`src/hw/rtl/ocar_pkg.sv`:
```
// Shared types and constants of the one-counter automaton run block.
`default_nettype none

package ocar_pkg;

  // Item operation codes
  typedef enum logic [1:0] {
    OP_START = 2'd0,
    OP_FEED  = 2'd1,
    OP_WRITE = 2'd2,
    OP_NONE  = 2'd3
  } ocar_op_e;

  // Configuration register indexes
  localparam logic [1:0] CFG_INITIAL_STATE = 2'd0;
  localparam logic [1:0] CFG_FINAL_MASK    = 2'd1;

  // Depth of the command queue between front and back
  localparam int unsigned QUEUE_DEPTH = 2;

  // One stored edge slot (its valid bit lives in flops of its own)
  typedef struct packed {
    logic [7:0]         sym;
    logic [3:0]         target;
    logic signed [7:0]  delta;
    logic               guarded;
    logic signed [15:0] gval;
    logic               at_most;
  } ocar_edge_t;

  // Classified command handed from front to back
  typedef struct packed {
    ocar_op_e   op;
    logic [7:0] symbol;
    logic       wr_ok;
    logic [3:0] row;
    logic [1:0] slot;
    logic       slot_valid;
    ocar_edge_t edge_data;
  } ocar_cmd_t;

  // Queue head as seen by the back end
  typedef struct packed {
    logic      valid;
    ocar_cmd_t cmd;
  } ocar_head_t;

  // One result item
  typedef struct packed {
    logic               accepted;
    logic signed [15:0] counter_value;
    logic               stuck;
    logic               went_negative;
    logic               overflowed;
    logic [3:0]         present_state;
  } ocar_result_t;

endpackage

`default_nettype wire

```
`src/hw/rtl/one_counter_automaton_run.sv`:
```
// Top level of the one-counter automaton run block.
`default_nettype none

// Runs a one-counter automaton over a stream of items: start a word, feed a
// symbol, or write one edge slot of the table. Every item gives exactly one
// result with the acceptance status of the word so far. Items enter a two-entry
// command queue whenever it has room, so input is taken while a result still
// waits on the output. In the back end a start, an edge write or an unused op
// is done in the idle state; a symbol also needs the evaluate state, since the
// present state's edge row is first read from the slot memories into registers
// and then matched, with the counter added and saturated. The edge table's
// valid bits are cleared by reset, so no clearing pass is needed. Configuration
// writes are always ready and must be issued only while the block is idle.
module one_counter_automaton_run #(
  parameter int unsigned NUM_STATES    = 16,
  parameter int unsigned EDGES         = 4,
  parameter int unsigned COUNTER_WIDTH = 16,
  parameter int unsigned SYMBOL_WIDTH  = 8
) (
  input  wire logic               clk_i,
  input  wire logic               rst_ni,
  // Input items
  input  wire logic               in_valid_i,
  output logic                    in_stall_o,
  input  wire logic [1:0]         op_i,
  input  wire logic [7:0]         symbol_i,
  input  wire logic [3:0]         edge_state_i,
  input  wire logic [1:0]         edge_slot_i,
  input  wire logic               edge_valid_i,
  input  wire logic [3:0]         edge_target_i,
  input  wire logic signed [7:0]  edge_delta_i,
  input  wire logic               edge_guarded_i,
  input  wire logic signed [15:0] guard_value_i,
  input  wire logic               guard_at_most_i,
  // Result items
  output logic                    out_valid_o,
  input  wire logic               out_stall_i,
  output logic                    accepted_o,
  output logic signed [15:0]      counter_value_o,
  output logic                    stuck_o,
  output logic                    went_negative_o,
  output logic                    overflowed_o,
  output logic [3:0]              present_state_o,
  // Configuration writes
  input  wire logic               cfg_valid_i,
  output logic                    cfg_ready_o,
  input  wire logic [1:0]         cfg_index_i,
  input  wire logic [15:0]        cfg_data_i
);

  logic                   push;
  logic                   full;
  logic                   pop;
  ocar_pkg::ocar_cmd_t    cmd;
  ocar_pkg::ocar_head_t   head;
  ocar_pkg::ocar_result_t result;

  assign cfg_ready_o = 1'b1;

  ocar_front #(
    .NUM_STATES   (NUM_STATES),
    .EDGES        (EDGES),
    .SYMBOL_WIDTH (SYMBOL_WIDTH)
  ) u_front (
    .in_valid_i      (in_valid_i),
    .in_stall_o      (in_stall_o),
    .op_i            (op_i),
    .symbol_i        (symbol_i),
    .edge_state_i    (edge_state_i),
    .edge_slot_i     (edge_slot_i),
    .edge_valid_i    (edge_valid_i),
    .edge_target_i   (edge_target_i),
    .edge_delta_i    (edge_delta_i),
    .edge_guarded_i  (edge_guarded_i),
    .guard_value_i   (guard_value_i),
    .guard_at_most_i (guard_at_most_i),
    .full_i          (full),
    .push_o          (push),
    .cmd_o           (cmd)
  );

  ocar_queue u_queue (
    .clk_i  (clk_i),
    .rst_ni (rst_ni),
    .push_i (push),
    .cmd_i  (cmd),
    .full_o (full),
    .pop_i  (pop),
    .head_o (head)
  );

  ocar_back #(
    .NUM_STATES    (NUM_STATES),
    .EDGES         (EDGES),
    .COUNTER_WIDTH (COUNTER_WIDTH)
  ) u_back (
    .clk_i       (clk_i),
    .rst_ni      (rst_ni),
    .head_i      (head),
    .pop_o       (pop),
    .cfg_valid_i (cfg_valid_i),
    .cfg_index_i (cfg_index_i),
    .cfg_data_i  (cfg_data_i),
    .out_valid_o (out_valid_o),
    .out_stall_i (out_stall_i),
    .result_o    (result)
  );

  assign accepted_o      = result.accepted;
  assign counter_value_o = result.counter_value;
  assign stuck_o         = result.stuck;
  assign went_negative_o = result.went_negative;
  assign overflowed_o    = result.overflowed;
  assign present_state_o = result.present_state;

endmodule

`default_nettype wire

```
`src/hw/rtl/ocar_front.sv`:
```
// Front end: accepts input items and classifies them into commands.
`default_nettype none

module ocar_front #(
  parameter int unsigned NUM_STATES   = 16,
  parameter int unsigned EDGES        = 4,
  parameter int unsigned SYMBOL_WIDTH = 8
) (
  input  wire logic               in_valid_i,
  output logic                    in_stall_o,
  input  wire logic [1:0]         op_i,
  input  wire logic [7:0]         symbol_i,
  input  wire logic [3:0]         edge_state_i,
  input  wire logic [1:0]         edge_slot_i,
  input  wire logic               edge_valid_i,
  input  wire logic [3:0]         edge_target_i,
  input  wire logic signed [7:0]  edge_delta_i,
  input  wire logic               edge_guarded_i,
  input  wire logic signed [15:0] guard_value_i,
  input  wire logic               guard_at_most_i,
  input  wire logic               full_i,
  output logic                    push_o,
  output ocar_pkg::ocar_cmd_t     cmd_o
);

  // Symbols keep only their low SYMBOL_WIDTH bits (the port carries 8)
  localparam int unsigned SymW    = (SYMBOL_WIDTH < 8) ? SYMBOL_WIDTH : 8;
  localparam logic [7:0]  SymMask = 8'((64'd1 << SymW) - 64'd1);

  logic [7:0] sym_masked;

  assign sym_masked = symbol_i & SymMask;

  // Transaction handshake: take an item whenever the queue has room
  assign in_stall_o = full_i;
  assign push_o     = in_valid_i && !full_i;

  // Classify the item
  always_comb begin
    cmd_o                    = '0;
    cmd_o.op                 = ocar_pkg::ocar_op_e'(op_i);
    cmd_o.symbol             = sym_masked;
    cmd_o.wr_ok              = (32'(edge_state_i) < NUM_STATES) && (32'(edge_slot_i) < EDGES);
    cmd_o.row                = edge_state_i;
    cmd_o.slot               = edge_slot_i;
    cmd_o.slot_valid         = edge_valid_i;
    cmd_o.edge_data.sym      = sym_masked;
    cmd_o.edge_data.target   = edge_target_i;
    cmd_o.edge_data.delta    = edge_delta_i;
    cmd_o.edge_data.guarded  = edge_guarded_i;
    cmd_o.edge_data.gval     = guard_value_i;
    cmd_o.edge_data.at_most  = guard_at_most_i;
  end

endmodule

`default_nettype wire

```
`src/hw/rtl/ocar_queue.sv`:
```
// Short command queue decoupling the front end from the back end.
`default_nettype none

module ocar_queue (
  input  wire logic                 clk_i,
  input  wire logic                 rst_ni,
  input  wire logic                 push_i,
  input  wire ocar_pkg::ocar_cmd_t  cmd_i,
  output logic                      full_o,
  input  wire logic                 pop_i,
  output ocar_pkg::ocar_head_t      head_o
);

  localparam int unsigned Depth = ocar_pkg::QUEUE_DEPTH;
  localparam int unsigned PtrW  = (Depth > 1) ? $clog2(Depth) : 1;
  localparam int unsigned CntW  = $clog2(Depth + 1);

  ocar_pkg::ocar_cmd_t entry_q [Depth];
  logic [PtrW-1:0]     wr_ptr_q;
  logic [PtrW-1:0]     rd_ptr_q;
  logic [CntW-1:0]     count_q;

  assign full_o       = (32'(count_q) == Depth);
  assign head_o.valid = (count_q != '0);
  assign head_o.cmd   = entry_q[rd_ptr_q];

  // Payload storage
  always_ff @(posedge clk_i) begin
    if (push_i) begin
      entry_q[wr_ptr_q] <= cmd_i;
    end
  end

  // Pointers and fill count
  always_ff @(posedge clk_i or negedge rst_ni) begin
    if (!rst_ni) begin
      wr_ptr_q <= '0;
      rd_ptr_q <= '0;
      count_q  <= '0;
    end else begin
      if (push_i) begin
        wr_ptr_q <= (32'(wr_ptr_q) == Depth - 1) ? '0 : wr_ptr_q + 1'b1;
      end
      if (pop_i) begin
        rd_ptr_q <= (32'(rd_ptr_q) == Depth - 1) ? '0 : rd_ptr_q + 1'b1;
      end
      if (push_i && !pop_i) begin
        count_q <= count_q + 1'b1;
      end else if (pop_i && !push_i) begin
        count_q <= count_q - 1'b1;
      end
    end
  end

`ifndef SYNTH
  a_no_overfill: assert property (@(posedge clk_i) disable iff (!rst_ni)
    32'(count_q) <= Depth)
    else $error("command queue holds more than its depth");

  a_no_pop_empty: assert property (@(posedge clk_i) disable iff (!rst_ni)
    pop_i |-> (count_q != '0))
    else $error("command popped from empty queue");
`endif

endmodule

`default_nettype wire

```
`src/hw/rtl/ocar_back.sv`:
```
// Back end: edge table, automaton state, counter update and result register.
`default_nettype none

module ocar_back #(
  parameter int unsigned NUM_STATES    = 16,
  parameter int unsigned EDGES         = 4,
  parameter int unsigned COUNTER_WIDTH = 16
) (
  input  wire logic                 clk_i,
  input  wire logic                 rst_ni,
  input  wire ocar_pkg::ocar_head_t head_i,
  output logic                      pop_o,
  input  wire logic                 cfg_valid_i,
  input  wire logic [1:0]           cfg_index_i,
  input  wire logic [15:0]          cfg_data_i,
  output logic                      out_valid_o,
  input  wire logic                 out_stall_i,
  output ocar_pkg::ocar_result_t    result_o
);

  // States are 4 bits wide and slots 2 bits wide, so only these rows and lanes exist
  localparam int unsigned Rows  = (NUM_STATES < 16) ? NUM_STATES : 16;
  localparam int unsigned RowW  = $clog2(Rows);
  localparam int unsigned Lanes = (EDGES < 4) ? EDGES : 4;
  localparam int unsigned LaneW = (Lanes > 1) ? $clog2(Lanes) : 1;
  localparam int unsigned CW    = COUNTER_WIDTH;
  localparam int unsigned WideW = (CW > 16) ? CW : 16;
  localparam int unsigned SumW  = ((CW > 8) ? CW : 8) + 1;

  localparam logic signed [CW-1:0] CntMax = {1'b0, {(CW-1){1'b1}}};
  localparam logic signed [CW-1:0] CntMin = {1'b1, {(CW-1){1'b0}}};

  typedef enum logic {
    ST_IDLE,
    ST_EVAL
  } fsm_e;

  fsm_e                   fsm_q, fsm_d;
  logic [3:0]             state_q, state_d;
  logic signed [CW-1:0]   cnt_q, cnt_d;
  logic                   stuck_q, stuck_d;
  logic                   neg_q, neg_d;
  logic                   ovf_q, ovf_d;
  logic [3:0]             init_q;
  logic [15:0]            mask_q;
  logic [7:0]             feed_sym_q;
  logic                   row_ok_q;
  logic                   out_valid_q;
  ocar_pkg::ocar_result_t res_q, res_d;
  logic                   res_load;
  logic                   out_free;
  logic                   rd_en;
  logic                   wr_en;
  logic [RowW-1:0]        rd_row;
  logic [RowW-1:0]        wr_row;
  logic                   row_ok;

  logic [Lanes-1:0]       valid_q [Rows];
  ocar_pkg::ocar_edge_t   lane_rd [Lanes];
  logic [Lanes-1:0]       lane_vld;
  logic [Lanes-1:0]       hit;
  logic [LaneW-1:0]       sel;
  ocar_pkg::ocar_edge_t   sel_edge;
  logic signed [SumW-1:0] sum;
  logic signed [CW-1:0]   sat_cnt;
  logic                   sat_ovf;

  assign out_free = !out_valid_q || !out_stall_i;
  assign rd_row   = state_q[RowW-1:0];
  assign row_ok   = (32'(state_q) < Rows);
  assign wr_row   = head_i.cmd.row[RowW-1:0];

  // Guard of one slot against the present counter
  function automatic logic guard_ok(ocar_pkg::ocar_edge_t e, logic signed [CW-1:0] c);
    logic signed [WideW-1:0] cw;
    logic signed [WideW-1:0] gw;
    cw = WideW'(c);
    gw = WideW'($signed(e.gval));
    return !e.guarded || (e.at_most ? (cw <= gw) : (cw > gw));
  endfunction

  // Edge table: one memory lane per slot, one row per source state
  for (genvar l = 0; l < Lanes; l++) begin : g_lane
    ocar_pkg::ocar_edge_t lane_mem [Rows];
    ocar_pkg::ocar_edge_t rd_q;
    logic                 vrd_q;

    always_ff @(posedge clk_i) begin
      if (wr_en && (head_i.cmd.slot == 2'(l))) begin
        lane_mem[wr_row] <= head_i.cmd.edge_data;
      end
      if (rd_en) begin
        rd_q  <= lane_mem[rd_row];
        vrd_q <= valid_q[rd_row][l];
      end
    end

    assign lane_rd[l]  = rd_q;
    assign lane_vld[l] = vrd_q;
  end

  // Slot valid bits, cleared by reset
  always_ff @(posedge clk_i or negedge rst_ni) begin
    if (!rst_ni) begin
      valid_q <= '{default: '0};
    end else if (wr_en) begin
      for (int l = 0; l < Lanes; l++) begin
        if (head_i.cmd.slot == 2'(l)) begin
          valid_q[wr_row][l] <= head_i.cmd.slot_valid;
        end
      end
    end
  end

  // Match every slot of the row, lowest matching slot wins
  always_comb begin
    for (int l = 0; l < Lanes; l++) begin
      hit[l] = row_ok_q && lane_vld[l] && (lane_rd[l].sym == feed_sym_q) &&
               guard_ok(lane_rd[l], cnt_q);
    end
    sel = '0;
    for (int l = Lanes - 1; l >= 0; l--) begin
      if (hit[l]) begin
        sel = LaneW'(l);
      end
    end
    sel_edge = lane_rd[sel];
  end

  // Counter update with saturation
  always_comb begin
    sum     = SumW'(cnt_q) + SumW'($signed(sel_edge.delta));
    sat_ovf = 1'b1;
    if (sum > SumW'(CntMax)) begin
      sat_cnt = CntMax;
    end else if (sum < SumW'(CntMin)) begin
      sat_cnt = CntMin;
    end else begin
      sat_cnt = CW'(sum);
      sat_ovf = 1'b0;
    end
  end

  // Command sequencing and next automaton status
  always_comb begin
    fsm_d    = fsm_q;
    state_d  = state_q;
    cnt_d    = cnt_q;
    stuck_d  = stuck_q;
    neg_d    = neg_q;
    ovf_d    = ovf_q;
    pop_o    = 1'b0;
    rd_en    = 1'b0;
    wr_en    = 1'b0;
    res_load = 1'b0;
    unique case (fsm_q)
      ST_IDLE: begin
        if (head_i.valid && (out_free || head_i.cmd.op == ocar_pkg::OP_FEED)) begin
          pop_o = 1'b1;
          unique case (head_i.cmd.op)
            ocar_pkg::OP_START: begin
              state_d  = init_q;
              cnt_d    = '0;
              stuck_d  = 1'b0;
              neg_d    = 1'b0;
              ovf_d    = 1'b0;
              res_load = 1'b1;
            end
            ocar_pkg::OP_FEED: begin
              rd_en = 1'b1;
              fsm_d = ST_EVAL;
            end
            ocar_pkg::OP_WRITE: begin
              wr_en    = head_i.cmd.wr_ok;
              res_load = 1'b1;
            end
            default: begin
              res_load = 1'b1;
            end
          endcase
        end
      end
      ST_EVAL: begin
        if (out_free) begin
          res_load = 1'b1;
          fsm_d    = ST_IDLE;
          if (!stuck_q) begin
            if (hit != '0) begin
              state_d = sel_edge.target;
              cnt_d   = sat_cnt;
              ovf_d   = ovf_q || sat_ovf;
              neg_d   = neg_q || sat_cnt[CW-1];
            end else begin
              stuck_d = 1'b1;
            end
          end
        end
      end
      default: begin
        fsm_d = ST_IDLE;
      end
    endcase
  end

  // Result built from the updated status
  always_comb begin
    logic signed [WideW-1:0] cnt_ext;
    cnt_ext              = WideW'(cnt_d);
    res_d.accepted       = (cnt_d == '0) && !neg_d && !stuck_d && mask_q[state_d];
    res_d.counter_value  = cnt_ext[15:0];
    res_d.stuck          = stuck_d;
    res_d.went_negative  = neg_d;
    res_d.overflowed     = ovf_d;
    res_d.present_state  = state_d;
  end

  // State machine, status and result register
  always_ff @(posedge clk_i or negedge rst_ni) begin
    if (!rst_ni) begin
      fsm_q       <= ST_IDLE;
      state_q     <= '0;
      cnt_q       <= '0;
      stuck_q     <= 1'b0;
      neg_q       <= 1'b0;
      ovf_q       <= 1'b0;
      init_q      <= '0;
      mask_q      <= '0;
      out_valid_q <= 1'b0;
      row_ok_q    <= 1'b0;
      feed_sym_q  <= '0;
      res_q       <= '0;
    end else begin
      fsm_q   <= fsm_d;
      state_q <= state_d;
      cnt_q   <= cnt_d;
      stuck_q <= stuck_d;
      neg_q   <= neg_d;
      ovf_q   <= ovf_d;
      if (rd_en) begin
        row_ok_q   <= row_ok;
        feed_sym_q <= head_i.cmd.symbol;
      end
      if (res_load) begin
        res_q       <= res_d;
        out_valid_q <= 1'b1;
      end else if (!out_stall_i) begin
        out_valid_q <= 1'b0;
      end
      if (cfg_valid_i) begin
        unique case (cfg_index_i)
          ocar_pkg::CFG_INITIAL_STATE: init_q <= cfg_data_i[3:0];
          ocar_pkg::CFG_FINAL_MASK:    mask_q <= cfg_data_i;
          default: ;
        endcase
      end
    end
  end

  assign out_valid_o = out_valid_q;
  assign result_o    = res_q;

`ifndef SYNTH
  a_stuck_from_eval: assert property (@(posedge clk_i) disable iff (!rst_ni)
    $rose(stuck_q) |-> $past(fsm_q == ST_EVAL))
    else $error("stuck flag set outside symbol evaluation");

  a_frozen_counter: assert property (@(posedge clk_i) disable iff (!rst_ni)
    (stuck_q && !(pop_o && head_i.cmd.op == ocar_pkg::OP_START)) |=> $stable(cnt_q))
    else $error("counter moved while word is stuck");

  a_eval_entry: assert property (@(posedge clk_i) disable iff (!rst_ni)
    (fsm_q == ST_EVAL) |-> ($past(fsm_q == ST_EVAL) ||
                            $past(pop_o && head_i.cmd.op == ocar_pkg::OP_FEED)))
    else $error("evaluation entered without a symbol command");
`endif

endmodule

`default_nettype wire
```
`config.mk`:
```
export PLATFORM = sky130hd
export DESIGN_NAME = one_counter_automaton_run
export DESIGN_NICKNAME = d
export VERILOG_FILES = /design/src/hw/rtl/ocar_pkg.sv /design/src/hw/rtl/one_counter_automaton_run.sv /design/src/hw/rtl/ocar_front.sv /design/src/hw/rtl/ocar_queue.sv /design/src/hw/rtl/ocar_back.sv
export SDC_FILE = /design/constraint.sdc
export NUM_CORES = 2
export LEC_CHECK = 0
export BUFFER_PORTS_ARGS = -buffer_cell sky130_fd_sc_hd__buf_4
export CORE_MARGIN = 8
export CORE_UTILIZATION = 35
export CTS_CLUSTER_SIZE = 25
export DETAILED_ROUTE_END_ITERATION = 16
export HOLD_SLACK_MARGIN = 0.12
export PLACE_DENSITY_LB_ADDON = 0.08
export SETUP_SLACK_MARGIN = 0.5
export SLEW_MARGIN = 10
export SYNTH_ARGS = -nofsm -noshare
export SYNTH_HDL_FRONTEND = slang
export SYNTH_SLANG_ARGS = --single-unit
```
`constraint.sdc`:
```
create_clock -name clk_i -period 8.8 [get_ports clk_i]
set_clock_uncertainty 0.15 [all_clocks]
set_input_delay 1.32 -clock clk_i [delete_from_list [all_inputs] [get_ports clk_i]]
set_output_delay 1.32 -clock clk_i [all_outputs]
set_load 0.02 [all_outputs]
```
==> impl_metrics.py <==
metrics = {
    "yosys": {
        "synth_ff_type": "edfxtp_1",
        "synthCells": 4815,
        "synth_top_area_share_pct": 73.5,
        "yosysWarnings": 0,
        "syn_avg_cell_area_um2": 22.8,
        "ys_types": 89,
        "synth.area.top_cells": "edfxtp_1 (73%), mux4_2 (16%), dfrtp_1 (3.3%), mux2_2 (1.6%), ha_1 (0.92%)",
        "synth_area_um2": 110000,
        "ys_top_cells_by_count": "edfxtp_1 (2682), mux4_2 (768), clkbuf_1 (177)",
        "ys_ff_latch": 2828,
        "ys_seq_area_share_pct": 76.8,
        "synth_top_area_cell": "edfxtp_1",
        "synth_nets": 4967,
        "async_flop_share_pct": 5.16,
        "yosysMostFrequentCell": "edfxtp_1",
        "synth-edff-count": 2682,
    },
    "route": {
        "wl_per_cell_um": 33.5,
        "drtPass1Iterations": 5,
        "via_count": 51300,
        "routed_wl_mm": 321,
        "drt_iter0_markers": 5216,
        "ant_nets": 0,
        "routed_via_density": 5.36,
        "route.detailed.drc": 0,
    },
    "sta": {
        "fin_crit_sh_pct": 88.8,
        "finalSetupTns_ns": 0,
        "fin_ws_ns": 0.984,
        "hold_viol": 0,
        "setup_viol": 0,
        "slew_headroom_pct": 20.5,
        "timing.hold.ws_ns": 0.290,
        "tightest_slew_ns": 1.19,
        "final_max_slew_viol_count": 0,
        "layout_min_cycle_time_ns": 7.82,
        "rsz0062_at_grt": "no",
        "fmax_mhz": 128,
    },
    "floorplan": {
        "io_pins": 97,
        "fp.dieH_um": 576,
        "initial_core_util_pct": 35.2,
        "core_um2": 312000,
        "die_w_um": 576,
        "die_area_um2": 331000,
        "num_rows": 205,
    },
    "clock_network": {
        "cts_tree": "built",
        "clock_path_buffers": 4,
        "cts_buffers": 315,
        "postCtsSetupBuffers": 0,
        "clk_latency_ns": 0.89,
        "cts-hold-fix-buffers": 0,
        "cts.sinks": 2828,
        "cts_root_buf": "clkbuf_16",
        "clk_pin_slew_ns": 0.06,
        "htree_levels": 5,
        "ctsResizeCount": 1,
    },
    "hold_path": {
        "hp-class": "in2async",
    },
    "critical_path": {
        "required_ns": 9.43,
        "arrival_ns": 8.44,
        "path_max_fanout": 20,
        "endpoint_kind": "flip-flop",
        "r2r_slack_ns": 0.98,
        "crit_type": "reg2reg",
        "cp-start-kind": "flip-flop",
    },
    "placed_design": {
        "dp_hpwl_mm": 177,
        "dpl_worst_slack_ns": 0.479,
        "place_congestion": 0.814,
        "port_buffers": 95,
    },
    "power_and_ir_drop": {
        "power.total_w": 0.0415,
        "pwr_density_cell_nw_per_um2": 328,
        "leakage_nw": 40.4,
        "vdd.ir_drop.worst_v": 0.000289,
    },
    "global_routing": {
        "grt_max_degree": 119,
        "track_usage_pct": 19.1,
        "gr-total-overflow": 0,
        "antenna_found_initial": 30,
        "grt_pass1_wl_mm": 445,
        "grt_pass1_vias": 53600,
    },
    "job": {
        "cap_violations": 0,
    },
    "final_layout": {
        "syn2layout_area_growth_pct": 15.3,
        "drive_gt1_share_pct": 31.6,
        "nNetsFinal": 5311,
    },
    "run_status": {
        "status": "completed",
    },
}
==> state kept, by name, indices dropped and copies added, names as in the netlist, 2 cells and up <==
signal and count:
u_back.cnt_q 16, u_back.feed_sym_q 8, u_back.g_lane.lane_mem 2432, u_back.g_lane.rd_q 152, u_back.g_lane.vrd_q 4, u_back.init_q 4, u_back.mask_q 16, u_back.rd_row 4
u_back.result_o 24, u_back.valid_q 64, u_queue.count_q 2, u_queue.entry_q 94
==> critical path: stages (launching register included) <==
cell and delay [ns]:
dfrtp_1 0.70, ha_1 0.37, and4_1 0.23, a221o_1 0.35, a31oi_1 0.16, o21ai_0 0.15, and4_1 0.26, or3_1 0.48
and3_4 0.33, mux2i_1 0.17, mux2i_1 0.27, ha_1 0.32, a211oi_1 0.33, o21ai_0 0.27, a211oi_1 0.44, o31a_1 0.28
o211ai_1 0.12, a32o_1 0.47, a21oi_1 0.21, mux2i_1 0.09, a22o_1 0.25, or4_1 0.58, nor4_1 0.38, o2111ai_1 0.20
o311ai_2 0.12
==> metrics by stage <==
| stage | utilization, % | instances | area, um^2 |
|---|---|---|---|
| finish | 40.5 | 9563 | 126000 |
| global route | 40.5 | 9553 | 126000 |
| CTS | 40.5 | 9550 | 126000 |
| detailed placement | 37.4 | 8982 | 116000 |
| global placement | 37.4 | 8982 | 116000 |
| floorplan | - | 4815 | 110000 |
==> cell families (layout without fill, tap and decap cells) <==
kind of cell             Yosys count  after routing  share of synthesized area [%]
multiplexers                     954            954                           17.7
adder cells (fa/ha/maj)           82             82                          0.943
flip-flops                      2828           2828                           76.8
AO/OA/AOI/OAI                    222            222                           1.42
buffers and inverters            332            927                           1.15
other                              1             14                        0.00342
AND/OR/NAND/NOR                  349            349                           1.61
XOR/XNOR                          47             47                          0.376
==> where the power goes <==
group	internal, W	leakage (nW)	switching, W	total [W]
sequential	0.0171	26.1	0.000595	0.0177
combinational	0.00405	9.48	0.00706	0.0111
clock	0.00726	4.80	0.00542	0.0127
total	0.0284	40.4	0.0131	0.0415
==> final cells by class <==
| cell class | instances | area [um^2] |
|---|---|---|
| diodes | 13 | 32.5 |
| clock buffers | 414 | 8510 |
| clock inverters | 154 | 1320 |
| fillers | 27300 | 185000 |
| inverters | 107 | 402 |
| multi-input cells | 1655 | 24700 |
| flip-flops and latches | 2828 | 84200 |
| well taps | 4140 | 5180 |
| repair buffers | 252 | 2020 |
==> layer usage <==
metal | GRT usage (%) | routed length [um] | vias to the layer above
met5 | 0 | 0 | -
met4 | 3.20 | 4610 | 0
met3 | 2.27 | 15000 | 325
met2 | 31.6 | 157000 | 1368
met1 | 27.6 | 144000 | 28500
li1 | - | - | 21100
==> layout by cell type (no fill, tap or decap), types with 21 or more instances in the layout <==
cell type / n
xnor2_1: 26
dfrtp_1: 141
clkbuf_16: 323
mux4_2: 768
ha_1: 81
a211oi_1: 27
xor2_1: 21
nand2_1: 80
clkinv_2: 51
mux2_2: 158
inv_1: 105
edfxtp_1: 2682
nor2_1: 45
clkinv_1: 58
nor2_4: 66
buf_4: 241
a21oi_1: 57
o21ai_0: 29
clkbuf_1: 82
mux2i_1: 26
==> worst paths after layout <==
| path | cells past startpoint | end | from |
|---|---|---|---|
| worst max-delay path | 24 | u_back.result_o[23] | u_back.cnt_q[15] |
| worst min-delay path | 1 | u_back.result_o[2] | rst_ni |
| worst max register to register | 24 | u_back.result_o[23] | u_back.cnt_q[15] |
| worst min register to register | 2 | u_back.result_o[2] | u_back.result_o[2] |
| max in group asynchronous | 3 | u_back.valid_q[16] | rst_ni |
| min in group clk_i | 2 | u_back.result_o[2] | u_back.result_o[2] |
Power figures use the tool's default switching activity.
